<file path="config.mk">
export PLATFORM = sky130hd
export DESIGN_NAME = modular_exponentiation_64_unit
export DESIGN_NICKNAME = d
export VERILOG_FILES = /design/src/rtl/mexp_pkg.sv /design/src/rtl/mexp_mod_add.sv /design/src/rtl/mexp_mul_unit.sv /design/src/rtl/modular_exponentiation_64_unit.sv
export VERILOG_INCLUDE_DIRS = /design/src /design/src/rtl
export SDC_FILE = /design/constraint.sdc
export NUM_CORES = 2
export LEC_CHECK = 0
export BUFFER_PORTS_ARGS = -buffer_cell sky130_fd_sc_hd__buf_2
export CELL_PAD_IN_SITES_DETAIL_PLACEMENT = 0
export CELL_PAD_IN_SITES_GLOBAL_PLACEMENT = 1
export CORE_ASPECT_RATIO = 1.2
export CORE_UTILIZATION = 31
export DETAILED_ROUTE_END_ITERATION = 8
export PLACE_DENSITY_LB_ADDON = 0.1
export SLEW_MARGIN = 20
export SYNTH_ARGS = -nofsm -noshare
export SYNTH_HDL_FRONTEND = slang
export SYNTH_SLANG_ARGS = --single-unit
</file>
<file path="constraint.sdc">
create_clock -name aclk -period 18 [get_ports aclk]
set_input_delay 0 -clock aclk [delete_from_list [all_inputs] [get_ports aclk]]
set_output_delay 0 -clock aclk [all_outputs]
set_load 0.05 [all_outputs]
</file>
<file path="src/rtl/assert_macros.svh">
// Assertion macros used by the top level of the modular exponentiation block.
// No dependencies.
`ifndef ASSERT_MACROS_SVH
`define ASSERT_MACROS_SVH

// property checked at every rising edge, off while reset is asserted
`define ASSERT_AT(lbl, clk, rstn, prop, msg) \
    lbl: assert property (@(posedge clk) disable iff (!(rstn)) (prop)) else $error(msg);

// condition that must never be true
`define ASSERT_NEVER(lbl, clk, rstn, cond, msg) \
    `ASSERT_AT(lbl, clk, rstn, !(cond), msg)

`endif

</file>
<file path="src/rtl/mexp_pkg.sv">
// Package of the modular exponentiation block: defaults, register indexes,
// sequencer states and the multiplier status struct. No dependencies.
`default_nettype none

package mexp_pkg;

    localparam int WORD_BITS_DEFAULT = 64;
    localparam int CFG_INDEX_BITS    = 8;

    localparam logic [CFG_INDEX_BITS-1:0] CFG_EXPONENT = 8'd0;
    localparam logic [CFG_INDEX_BITS-1:0] CFG_MODULUS  = 8'd1;

    typedef enum logic [3:0] {
        ST_IDLE  = 4'b0001,
        ST_START = 4'b0010,
        ST_MUL   = 4'b0100,
        ST_DONE  = 4'b1000
    } state_t;

    typedef struct packed {
        logic busy;
        logic done;
    } mul_stat_t;

endpackage

`default_nettype wire

</file>
<file path="src/rtl/mexp_mod_add.sv">
// Modular adder: a + b mod m for a, b below m, without overflow.
// No dependencies.
`default_nettype none

module mexp_mod_add #(
    parameter int WORD_BITS = 64
) (
    input  wire logic [WORD_BITS-1:0] a,
    input  wire logic [WORD_BITS-1:0] b,
    input  wire logic [WORD_BITS-1:0] m,
    output logic      [WORD_BITS-1:0] sum
);

    logic [WORD_BITS-1:0] gap;

    assign gap = m - b;
    assign sum = (a >= gap) ? (a - gap) : (a + b);

endmodule

`default_nettype wire

</file>
<file path="src/rtl/mexp_mul_unit.sv">
// Bit-serial modular multiplier: computes a*b0 mod m and a*b1 mod m together,
// one multiplier bit per cycle. Depends on mexp_pkg and mexp_mod_add.
`default_nettype none

module mexp_mul_unit
    import mexp_pkg::*;
#(
    parameter int WORD_BITS = WORD_BITS_DEFAULT
) (
    input  wire logic                 aclk,
    input  wire logic                 aresetn,
    input  wire logic                 start,
    input  wire logic [WORD_BITS-1:0] modulus,
    input  wire logic [WORD_BITS-1:0] a_in,
    input  wire logic [WORD_BITS-1:0] b0_in,
    input  wire logic [WORD_BITS-1:0] b1_in,
    output mul_stat_t                 stat,
    output logic      [WORD_BITS-1:0] p0,
    output logic      [WORD_BITS-1:0] p1
);

    localparam int CNT_BITS = $clog2(WORD_BITS);

    logic [WORD_BITS-1:0] a_reg, b0_reg, b1_reg, p0_reg, p1_reg;
    logic [CNT_BITS-1:0]  cnt_reg;
    logic                 busy_reg, done_reg;
    logic [WORD_BITS-1:0] a_dbl, p0_add, p1_add;

    mexp_mod_add #(.WORD_BITS(WORD_BITS)) u_add_dbl (
        .a(a_reg), .b(a_reg), .m(modulus), .sum(a_dbl)
    );
    mexp_mod_add #(.WORD_BITS(WORD_BITS)) u_add_p0 (
        .a(p0_reg), .b(a_reg), .m(modulus), .sum(p0_add)
    );
    mexp_mod_add #(.WORD_BITS(WORD_BITS)) u_add_p1 (
        .a(p1_reg), .b(a_reg), .m(modulus), .sum(p1_add)
    );

    always_ff @(posedge aclk) begin
        if (!aresetn) begin
            busy_reg <= 1'b0;
            done_reg <= 1'b0;
            cnt_reg  <= '0;
        end else begin
            done_reg <= 1'b0;
            if (start) begin
                busy_reg <= 1'b1;
                cnt_reg  <= '0;
            end else if (busy_reg) begin
                cnt_reg <= cnt_reg + 1'b1;
                if (cnt_reg == CNT_BITS'(WORD_BITS - 1)) begin
                    busy_reg <= 1'b0;
                    done_reg <= 1'b1;
                end
            end
        end
    end

    always_ff @(posedge aclk) begin
        if (start) begin
            a_reg  <= a_in;
            b0_reg <= b0_in;
            b1_reg <= b1_in;
            p0_reg <= '0;
            p1_reg <= '0;
        end else if (busy_reg) begin
            a_reg  <= a_dbl;
            b0_reg <= b0_reg >> 1;
            b1_reg <= b1_reg >> 1;
            if (b0_reg[0]) begin
                p0_reg <= p0_add;
            end
            if (b1_reg[0]) begin
                p1_reg <= p1_add;
            end
        end
    end

    assign stat.busy = busy_reg;
    assign stat.done = done_reg;
    assign p0        = p0_reg;
    assign p1        = p1_reg;

endmodule

`default_nettype wire

</file>
<file path="src/rtl/modular_exponentiation_64_unit.sv">
// Top level of the modular exponentiation block: config registers, exponent
// sequencer and output register. Depends on mexp_pkg, mexp_mul_unit, assert_macros.svh.
//
// Each message transfer returns message^exponent mod modulus, scanning the
// exponent right to left over WORD_BITS bit positions. Every exponent bit runs
// one pass of the bit-serial multiplier, which forms the accumulator product and
// the base square side by side; each pass goes through the start and multiply
// states. A message not below the modulus, or a zero exponent, goes straight to
// the done state. s_axis_tready is high only between items; a finished result
// waits in the output register while the next message is taken.
`default_nettype none
`include "assert_macros.svh"

module modular_exponentiation_64_unit
    import mexp_pkg::*;
#(
    parameter  int WORD_BITS  = WORD_BITS_DEFAULT,
    localparam int TDATA_BITS = ((WORD_BITS + 7) / 8) * 8
) (
    input  wire logic                      aclk,
    input  wire logic                      aresetn,
    input  wire logic                      cfg_valid,
    output logic                           cfg_ready,
    input  wire logic [CFG_INDEX_BITS-1:0] cfg_index,
    input  wire logic [WORD_BITS-1:0]      cfg_data,
    input  wire logic                      s_axis_tvalid,
    output logic                           s_axis_tready,
    input  wire logic [TDATA_BITS-1:0]     s_axis_tdata,  // message
    output logic                           m_axis_tvalid,
    input  wire logic                      m_axis_tready,
    output logic      [TDATA_BITS-1:0]     m_axis_tdata,  // result
    output logic      [0:0]                m_axis_tuser   // range_error
);

    localparam int CNT_BITS = $clog2(WORD_BITS);

    state_t               state_reg, state_next;
    logic [WORD_BITS-1:0] exp_cfg_reg, mod_cfg_reg;
    logic [WORD_BITS-1:0] exp_reg, exp_next;
    logic [WORD_BITS-1:0] mod_reg, mod_next;
    logic [WORD_BITS-1:0] acc_reg, acc_next;
    logic [WORD_BITS-1:0] base_reg, base_next;
    logic [WORD_BITS-1:0] res_reg, res_next;
    logic                 err_reg, err_next;
    logic [CNT_BITS-1:0]  bit_cnt_reg, bit_cnt_next;
    logic                 m_valid_reg, m_valid_next;
    logic [WORD_BITS-1:0] msg;
    logic [WORD_BITS-1:0] acc_upd;
    logic                 mul_start;
    mul_stat_t            mul_stat;
    logic [WORD_BITS-1:0] mul_p0, mul_p1;

    assign msg           = s_axis_tdata[WORD_BITS-1:0];
    assign cfg_ready     = 1'b1;
    assign s_axis_tready = (state_reg == ST_IDLE);
    assign mul_start     = (state_reg == ST_START);
    assign acc_upd       = exp_reg[0] ? mul_p0 : acc_reg;

    always_ff @(posedge aclk) begin
        if (!aresetn) begin
            exp_cfg_reg <= '0;
            mod_cfg_reg <= '0;
        end else if (cfg_valid && cfg_ready) begin
            if (cfg_index == CFG_EXPONENT) begin
                exp_cfg_reg <= cfg_data;
            end
            if (cfg_index == CFG_MODULUS) begin
                mod_cfg_reg <= cfg_data;
            end
        end
    end

    mexp_mul_unit #(.WORD_BITS(WORD_BITS)) u_mul (
        .aclk    (aclk),
        .aresetn (aresetn),
        .start   (mul_start),
        .modulus (mod_reg),
        .a_in    (base_reg),
        .b0_in   (acc_reg),
        .b1_in   (base_reg),
        .stat    (mul_stat),
        .p0      (mul_p0),
        .p1      (mul_p1)
    );

    always_comb begin
        state_next   = state_reg;
        exp_next     = exp_reg;
        mod_next     = mod_reg;
        acc_next     = acc_reg;
        base_next    = base_reg;
        res_next     = res_reg;
        err_next     = err_reg;
        bit_cnt_next = bit_cnt_reg;
        m_valid_next = m_valid_reg && !m_axis_tready;
        unique case (state_reg)
            ST_IDLE: begin
                if (s_axis_tvalid) begin
                    exp_next     = exp_cfg_reg;
                    mod_next     = mod_cfg_reg;
                    base_next    = msg;
                    bit_cnt_next = '0;
                    acc_next     = (mod_cfg_reg == WORD_BITS'(1)) ? '0 : WORD_BITS'(1);
                    priority if (msg >= mod_cfg_reg) begin
                        res_next   = msg;
                        err_next   = 1'b1;
                        state_next = ST_DONE;
                    end else if (exp_cfg_reg == '0) begin
                        res_next   = WORD_BITS'(1);
                        err_next   = (mod_cfg_reg == WORD_BITS'(1));
                        state_next = ST_DONE;
                    end else begin
                        state_next = ST_START;
                    end
                end
            end
            ST_START: begin
                state_next = ST_MUL;
            end
            ST_MUL: begin
                if (mul_stat.done) begin
                    acc_next     = acc_upd;
                    base_next    = mul_p1;
                    exp_next     = exp_reg >> 1;
                    bit_cnt_next = bit_cnt_reg + 1'b1;
                    if (bit_cnt_reg == CNT_BITS'(WORD_BITS - 1)) begin
                        res_next   = acc_upd;
                        err_next   = 1'b0;
                        state_next = ST_DONE;
                    end else begin
                        state_next = ST_START;
                    end
                end
            end
            ST_DONE: begin
                if (!m_valid_reg || m_axis_tready) begin
                    m_valid_next = 1'b1;
                    state_next   = ST_IDLE;
                end
            end
            default: begin
                state_next = ST_IDLE;
            end
        endcase
    end

    always_ff @(posedge aclk) begin
        if (!aresetn) begin
            state_reg   <= ST_IDLE;
            m_valid_reg <= 1'b0;
            bit_cnt_reg <= '0;
        end else begin
            state_reg   <= state_next;
            m_valid_reg <= m_valid_next;
            bit_cnt_reg <= bit_cnt_next;
        end
    end

    always_ff @(posedge aclk) begin
        exp_reg  <= exp_next;
        mod_reg  <= mod_next;
        acc_reg  <= acc_next;
        base_reg <= base_next;
        res_reg  <= res_next;
        err_reg  <= err_next;
    end

    logic [WORD_BITS-1:0] out_res;
    logic                 out_err;

    always_ff @(posedge aclk) begin
        if ((state_reg == ST_DONE) && (!m_valid_reg || m_axis_tready)) begin
            out_res <= res_reg;
            out_err <= err_reg;
        end
    end

    assign m_axis_tvalid   = m_valid_reg;
    assign m_axis_tdata    = TDATA_BITS'(out_res);
    assign m_axis_tuser[0] = out_err;

    `ASSERT_NEVER(a_start_idle_unit, aclk, aresetn, mul_start && mul_stat.busy,
        "multiplier started while busy")
    `ASSERT_AT(a_done_in_mul, aclk, aresetn, mul_stat.done |-> (state_reg == ST_MUL),
        "multiplier finished outside the multiply state")
    `ASSERT_AT(a_result_reduced, aclk, aresetn,
        (m_axis_tvalid && !m_axis_tuser[0]) |-> (out_res < mod_cfg_reg),
        "error-free result not below modulus")

endmodule

`default_nettype wire

</file>
==> Word-level counts from Yosys, hierarchy flattened <==
Index checks and enable logic that the tools add are counted.
{ "op_classes": {"muxes": 48, "order_cmp": 4, "add_sub_neg": 9, "reduce_logical": 19, "eq_ne": 13, "bitwise": 2} }
{ "op_table": {"columns": ["op", "count"], "rows": [
  ["64-bit 2-to-1 mux", 21],
  ["64-bit one-hot mux with 2 select lines", 4],
  ["64-bit greater-or-equal comparator", 4],
  ["64-bit subtractor", 4],
  ["64-bit adder", 3],
  ["64-bit by 1-bit == test with 1-bit output, second input constant", 1],
  ["64-bit logical NOT", 1],
  ["4-bit 2-to-1 mux", 6],
  ["4-bit one-hot mux with 4 select lines", 1],
  ["6-bit by 1-bit adder with 6-bit output, second input constant", 2],
  ["6-bit == test, second input constant", 2],
  ["1-bit 2-to-1 mux", 12],
  ["6-bit 2-to-1 mux", 2],
  ["6-bit one-hot mux with 2 select lines", 1],
  ["2-bit AND reduction", 5],
  ["8-bit by 1-bit == test with 1-bit output, second input constant", 1],
  ["8-bit logical NOT", 1],
  ["2-bit != test, second input constant", 3],
  ["3-bit AND reduction", 2],
  ["5-bit AND reduction", 1],
  ["4-bit by 1-bit == test with 1-bit output, second input constant", 1],
  ["4-bit by 2-bit == test with 1-bit output, second input constant", 1],
  ["4-bit by 3-bit == test with 1-bit output, second input constant", 1],
  ["4-bit == test, second input constant", 1],
  ["other kinds (10)", 14]
]} }
{ "totals": {"regBits": 853, "wordCells": 116, "input_bits": 141} }

==> Logic depth before layout (Yosys ltp) <==
{ "logic_depth": {"word_depth": 5, "depth_mapped": 35, "ltp_nobuf": 33} }

==> Cells and area by module <==
Synthesis repeated with hierarchy kept, for this count alone.
{ "unflattened": {"cells_unflattened": 8414, "area_unflattened_um2": 70890.5} }
{ "modules_own_cells": {"columns": ["mod", "instances", "seq_area_each_um2", "cells_per_inst", "area_each_um2"], "rows": [
  ["modular_exponentiation_64_unit", 1, 14373.8, 1911, 22032.4],
  ["mexp_mul_unit", 1, 8488.1, 1001, 12868.6],
  ["mexp_mod_add (u_mul.u_add_p1)", 1, 0.0, 1851, 12044.1],
  ["mexp_mod_add (u_mul.u_add_dbl)", 1, 0.0, 1832, 12007.8],
  ["mexp_mod_add (u_mul.u_add_p0)", 1, 0.0, 1819, 11937.7]
]} }

==> Worst setup path before layout <==
OpenSTA, ideal clock, no wires.
{ "synth_path": {"kind": "reg2reg", "from": "register state_reg[3]", "to": "register err_reg, enable pin", "n_path_buf": 0, "stages_incl_launch_ff": 8, "arrival_ns": 14.534, "slack_ns": 2.878, "required_time_ns": 17.412, "setup_time_ns": 0.588, "cell_sequence": "dfxtp_1 -> nor2_1 -> nand3b_1 -> nand2_1 -> o21ai_0 -> nor2_1 -> inv_1 -> a211oi_1"} }
{ "synth_between": {"elab_chain_len": 3, "word_cells_on_any_way": 8, "cone_classes": "6 x eq/ne; 2 x reduce/logical"} }
{ "synth_lines": {"columns": ["element", "line", "source"], "rows": [
  ["start: declaration", "modular_exponentiation_64_unit.sv:37", "state_t state_reg, state_next;"],
  ["start signal: assignment", "modular_exponentiation_64_unit.sv:153", "state_reg <= state_next;"],
  ["4-bit by 1-bit == test with 1-bit output or 4-bit by 3-bit == test with 1-bit output (tied branches)", "modular_exponentiation_64_unit.sv:96", "unique case (state_reg)"],
  ["3-bit by 1-bit != test with 1-bit output (no line) (tied with other cells)", null, null],
  ["5-bit AND reduction (no line) *", null, null],
  ["end signal: assignment", "modular_exponentiation_64_unit.sv:165", "err_reg <= err_next;"],
  ["end: declaration", "modular_exponentiation_64_unit.sv:44", "logic err_reg, err_next;"]
]} }
Mark *: on every way between the ends. The rest lies on a longest branch, timed or not.
A chain may end at the register's enable or synchronous reset.

==> Worst setup path after layout <==
{ "layout_path": {"from": "register u_mul.a_reg[1]", "to": "register u_mul.a_reg[13] (data pin)"} }
{ "layout_between": {"elab_chain_len": 5, "word_cells_on_any_way": 7, "cone_classes": "3 x add/sub; 1 x order compare; 3 x mux"} }
{ "layout_lines": {"columns": ["element", "line", "source"], "rows": [
  ["start: declaration", "mexp_mul_unit.sv:24", "logic [WORD_BITS-1:0] a_reg, b0_reg, b1_reg, p0_reg, p1_reg;"],
  ["start signal: assignment", "mexp_mul_unit.sv:61", "a_reg <= a_in;"],
  ["start signal: assignment", "mexp_mul_unit.sv:67", "a_reg <= a_dbl;"],
  ["64-bit subtractor", "mexp_mod_add.sv:16", "assign gap = m - b;"],
  ["64-bit subtractor or 64-bit greater-or-equal comparator (tied branches)", "mexp_mod_add.sv:17", "assign sum = (a >= gap) ? (a - gap) : (a + b);"],
  ["64-bit 2-to-1 mux *", "mexp_mod_add.sv:17", null],
  ["64-bit 2-to-1 mux *", "mexp_mul_unit.sv:66", "end else if (busy_reg) begin"],
  ["64-bit 2-to-1 mux *", "mexp_mul_unit.sv:60", "if (start) begin"]
]} }
Mark *: on every way between the ends. The rest lies on a longest branch, timed or not. The select of a mux whose other input is x is not followed.

==> flow_metrics.env <==
export IMPL_netlist_area_um2=57500
export IMPL_pre_cts_ws_ns=9.27
export IMPL_async_flop_share_pct=0
export IMPL_rsz0062_at_grt="no"
export IMPL_worst_pin_slew_ns=1.12
export IMPL_drive_gt1_share_pct=8.38
export IMPL_slowest_stage="buf_4"
export IMPL_criticalPathCategory="reg2reg"
export IMPL_fin_ws_ns=9.16
export IMPL_nNetsFinal=7378
export IMPL_setup_viol=0
export IMPL_fin_setup_tns_ns=0
export IMPL_clk_pin_slew_worst_paths_ns=0.06
export IMPL_worstPathMaxFanout=58
export IMPL_via_count=50127
export IMPL_hold_viol=0
export IMPL_std_cell_rows=172
export IMPL_ys_flop_type="edfxtp_1"
export IMPL_drc=0
export IMPL_drt_initial_drc_count=3450
export IMPL_grt_max_degree=109
export IMPL_synth_nets=7138
export IMPL_dp_hpwl_mm=182
export IMPL_crit_start="u_mul.a_reg[1]"
export IMPL_die_height_um=474
export IMPL_end_kind="flip-flop"
export IMPL_endpoint="u_mul.a_reg[13]"
export IMPL_grt_pass1_vias=49310
export IMPL_ys_types=116
export IMPL_dieArea_um2=187000
export IMPL_grt_total_usage_pct=24.7
export IMPL_power_uw=6600
export IMPL_r2r_start="u_mul.a_reg[1]"
export IMPL_rr_endpoint="u_mul.a_reg[13]"
export IMPL_core_um2=184000
export IMPL_crit_arrival_ns=9.30
export IMPL_io_buffers=207
export IMPL_cts_htree_levels=3
export IMPL_hold_path_class="in2reg"
export IMPL_cp_slowest_stage_delay_ns=0.71
export IMPL_antenna_found_initial=21
export IMPL_post_cts_resized=0
export IMPL_die_w_um=395
export IMPL_layout_min_cycle_time_ns=8.84
export IMPL_ys_seq_area_share_pct=39.8
export IMPL_max_freq_ghz=0.113
export IMPL_routabilityCongestion=0.931
export IMPL_cts_buffers=103
export IMPL_yosys_warnings=0
export IMPL_startpoint_type="flip-flop"
export IMPL_avgSynthCellArea_um2=8.74
export IMPL_crit_required_ns=18.46
export IMPL_worst_path_buf_inv=2
export IMPL_clock_skew_ns=0.0359
export IMPL_cts_sinks=853
export IMPL_synth_edff_count=578
export IMPL_clockRootBuffer="clkbuf_16"
export IMPL_p_per_area_nw_per_um2=100
export IMPL_rr_worst_depth=27
export IMPL_viasPerCell=5.36
export IMPL_timing_slew_headroom_pct=24.4
export IMPL_drtAntennaViolNets=0
export IMPL_cp_depth=27
export IMPL_maxCapViolCount=0
export IMPL_num_io_pins=209
export IMPL_grt_pass1_wl_mm=343
export IMPL_grt_overflow_total=0
export IMPL_p_leak_uw=0.0269
export IMPL_cpLargestDelayFamily="compound AO/OA/AOI/OAI gates"
export IMPL_tritoncts="done"
export IMPL_ys_ff_latch=853
export IMPL_drt_wirelength_per_cell_um=25.2
export IMPL_timing_final_crit_share_pct=49.1
export IMPL_clock_path_buffers=3
export IMPL_crit_top_cell="a21oi_1"
export IMPL_status="finished clean"
export IMPL_syn2layout_area_growth_pct=14.6
export IMPL_finalMaxSlewViolations=0
export IMPL_r2r_setup_slack_ns=9.16
export IMPL_wirelength_mm=236
export IMPL_drtPass1Iterations=6
export IMPL_initial_core_util_pct=31.3
export IMPL_syn_inst=6578
export IMPL_worstSkewPairLatency_ns=0.75
export IMPL_vdd_drop_max_v=0.0000850
-- where the power goes --
group          internal (uW)  total, uW  switching (uW)
combinational            721       2040            1320
clock                   1200       2140             932
sequential              2310       2430             120
total                   4230       6600            2370
-- metrics by stage --
| stage | area [um^2] | std cells | utilization, % | hold slack, ns |
|---|---|---|---|---|
| after floorplan | 57500 | 6578 | - | 0.145 |
| after global placement | 61100 | 9011 | 33.3 | 0.269 |
| after detailed placement | 61100 | 9011 | 33.3 | 0.272 |
| after CTS | 65800 | 9342 | 35.9 | 0.000729 |
| after global routing | 65900 | 9348 | 35.9 | 0.0656 |
| final | 65900 | 9350 | 35.9 | 0.0399 |
-- Yosys cell counts (51+ instances only) --
master | number | area, um^2
nand2_1 | 1320 | 4950
o21bai_1 | 54 | 405
nand2b_1 | 69 | 432
ha_1 | 413 | 5170
dfxtp_1 | 275 | 5510
a211oi_1 | 100 | 751
xnor2_1 | 202 | 1770
o21ai_0 | 306 | 1530
nand4_1 | 74 | 463
nor3_1 | 77 | 385
a31oi_1 | 76 | 475
edfxtp_1 | 578 | 17400
clkbuf_1 | 212 | 796
a21oi_1 | 486 | 2430
mux2i_1 | 82 | 821
nor2b_1 | 66 | 413
o21a_1 | 61 | 458
a21boi_0 | 141 | 1060
nand3_1 | 116 | 581
a21o_1 | 228 | 1710
o22ai_1 | 67 | 419
nor2_1 | 475 | 1780
nor4_1 | 51 | 319
xor2_1 | 146 | 1280
inv_1 | 250 | 938
-- layout make-up --
cell class / count / area (um^2)
Timing Repair Buffer: 428 / 3100
Clock buffer: 134 / 2770
Tap cell: 2436 / 3050
Antenna cell: 7 / 17.5
Clock inverter: 60 / 573
Fill cell: 19149 / 118000
Multi-Input combinational cell: 5178 / 32600
Inverter: 254 / 956
Sequential cell: 853 / 22900
-- layer usage --
layer / share of wire (%) / global-route usage, %
met2: 46 / 40.6
met1: 47 / 34.1
met5: 0 / 0
met3: 4.5 / 2.51
met4: 2.5 / 6.66
-- layout by cell type (no fill, tap or decap), types with 137 or more instances in the layout --
cell	Yosys	layout
xnor2_1	202	202
xor2_1	146	144
dfxtp_1	275	275
a21oi_1	486	486
inv_1	250	250
dlygate4sd3_1	0	137
edfxtp_1	578	578
o21ai_0	306	306
a21boi_0	141	141
nand2_1	1320	1320
buf_2	50	206
a21o_1	228	227
nor2_1	475	473
ha_1	413	413
-- timing repair --
action                    4_1_cts  5_1_grt
hold endpoints to repair      281        0
buffers inserted                0        0
hold buffers                  137        0
-- kinds of logic after synthesis --
kind of cell | count (synthesis) | synth area share (%)
adder cells (fa/ha/maj) | 449 | 9.75
AO/OA/AOI/OAI | 1819 | 20.6
multiplexers | 89 | 1.56
flip-flops | 853 | 39.8
buffers and inverters | 547 | 3.82
AND/OR/NAND/NOR | 2463 | 18.9
XOR/XNOR | 357 | 5.61
other | 1 | 0.00652
-- worst min-delay path, stage by stage --
cell and delay, ns:
buf_2 0.13, nor2_4 0.04, buf_4 0.34, nand2_1 0.15
a21boi_0 0.06
-- worst min path at each step --
| stage | endpoint | start | cells after the start | slack [ns] |
|---|---|---|---|---|
| after floorplan | exp_cfg_reg[0] | cfg_data[0] | 2 | 0.14 |
| after global placement | exp_cfg_reg[35] | cfg_data[35] | 3 | 0.27 |
| after detailed placement | exp_cfg_reg[54] | cfg_data[54] | 3 | 0.27 |
| after CTS | exp_cfg_reg[36] | cfg_index[0] | 5 | 0.0007 |
| after global routing | exp_cfg_reg[36] | cfg_data[36] | 4 | 0.07 |
| final | exp_cfg_reg[36] | cfg_index[0] | 5 | 0.04 |
Note: power is estimated with default switching activity, not from simulation.
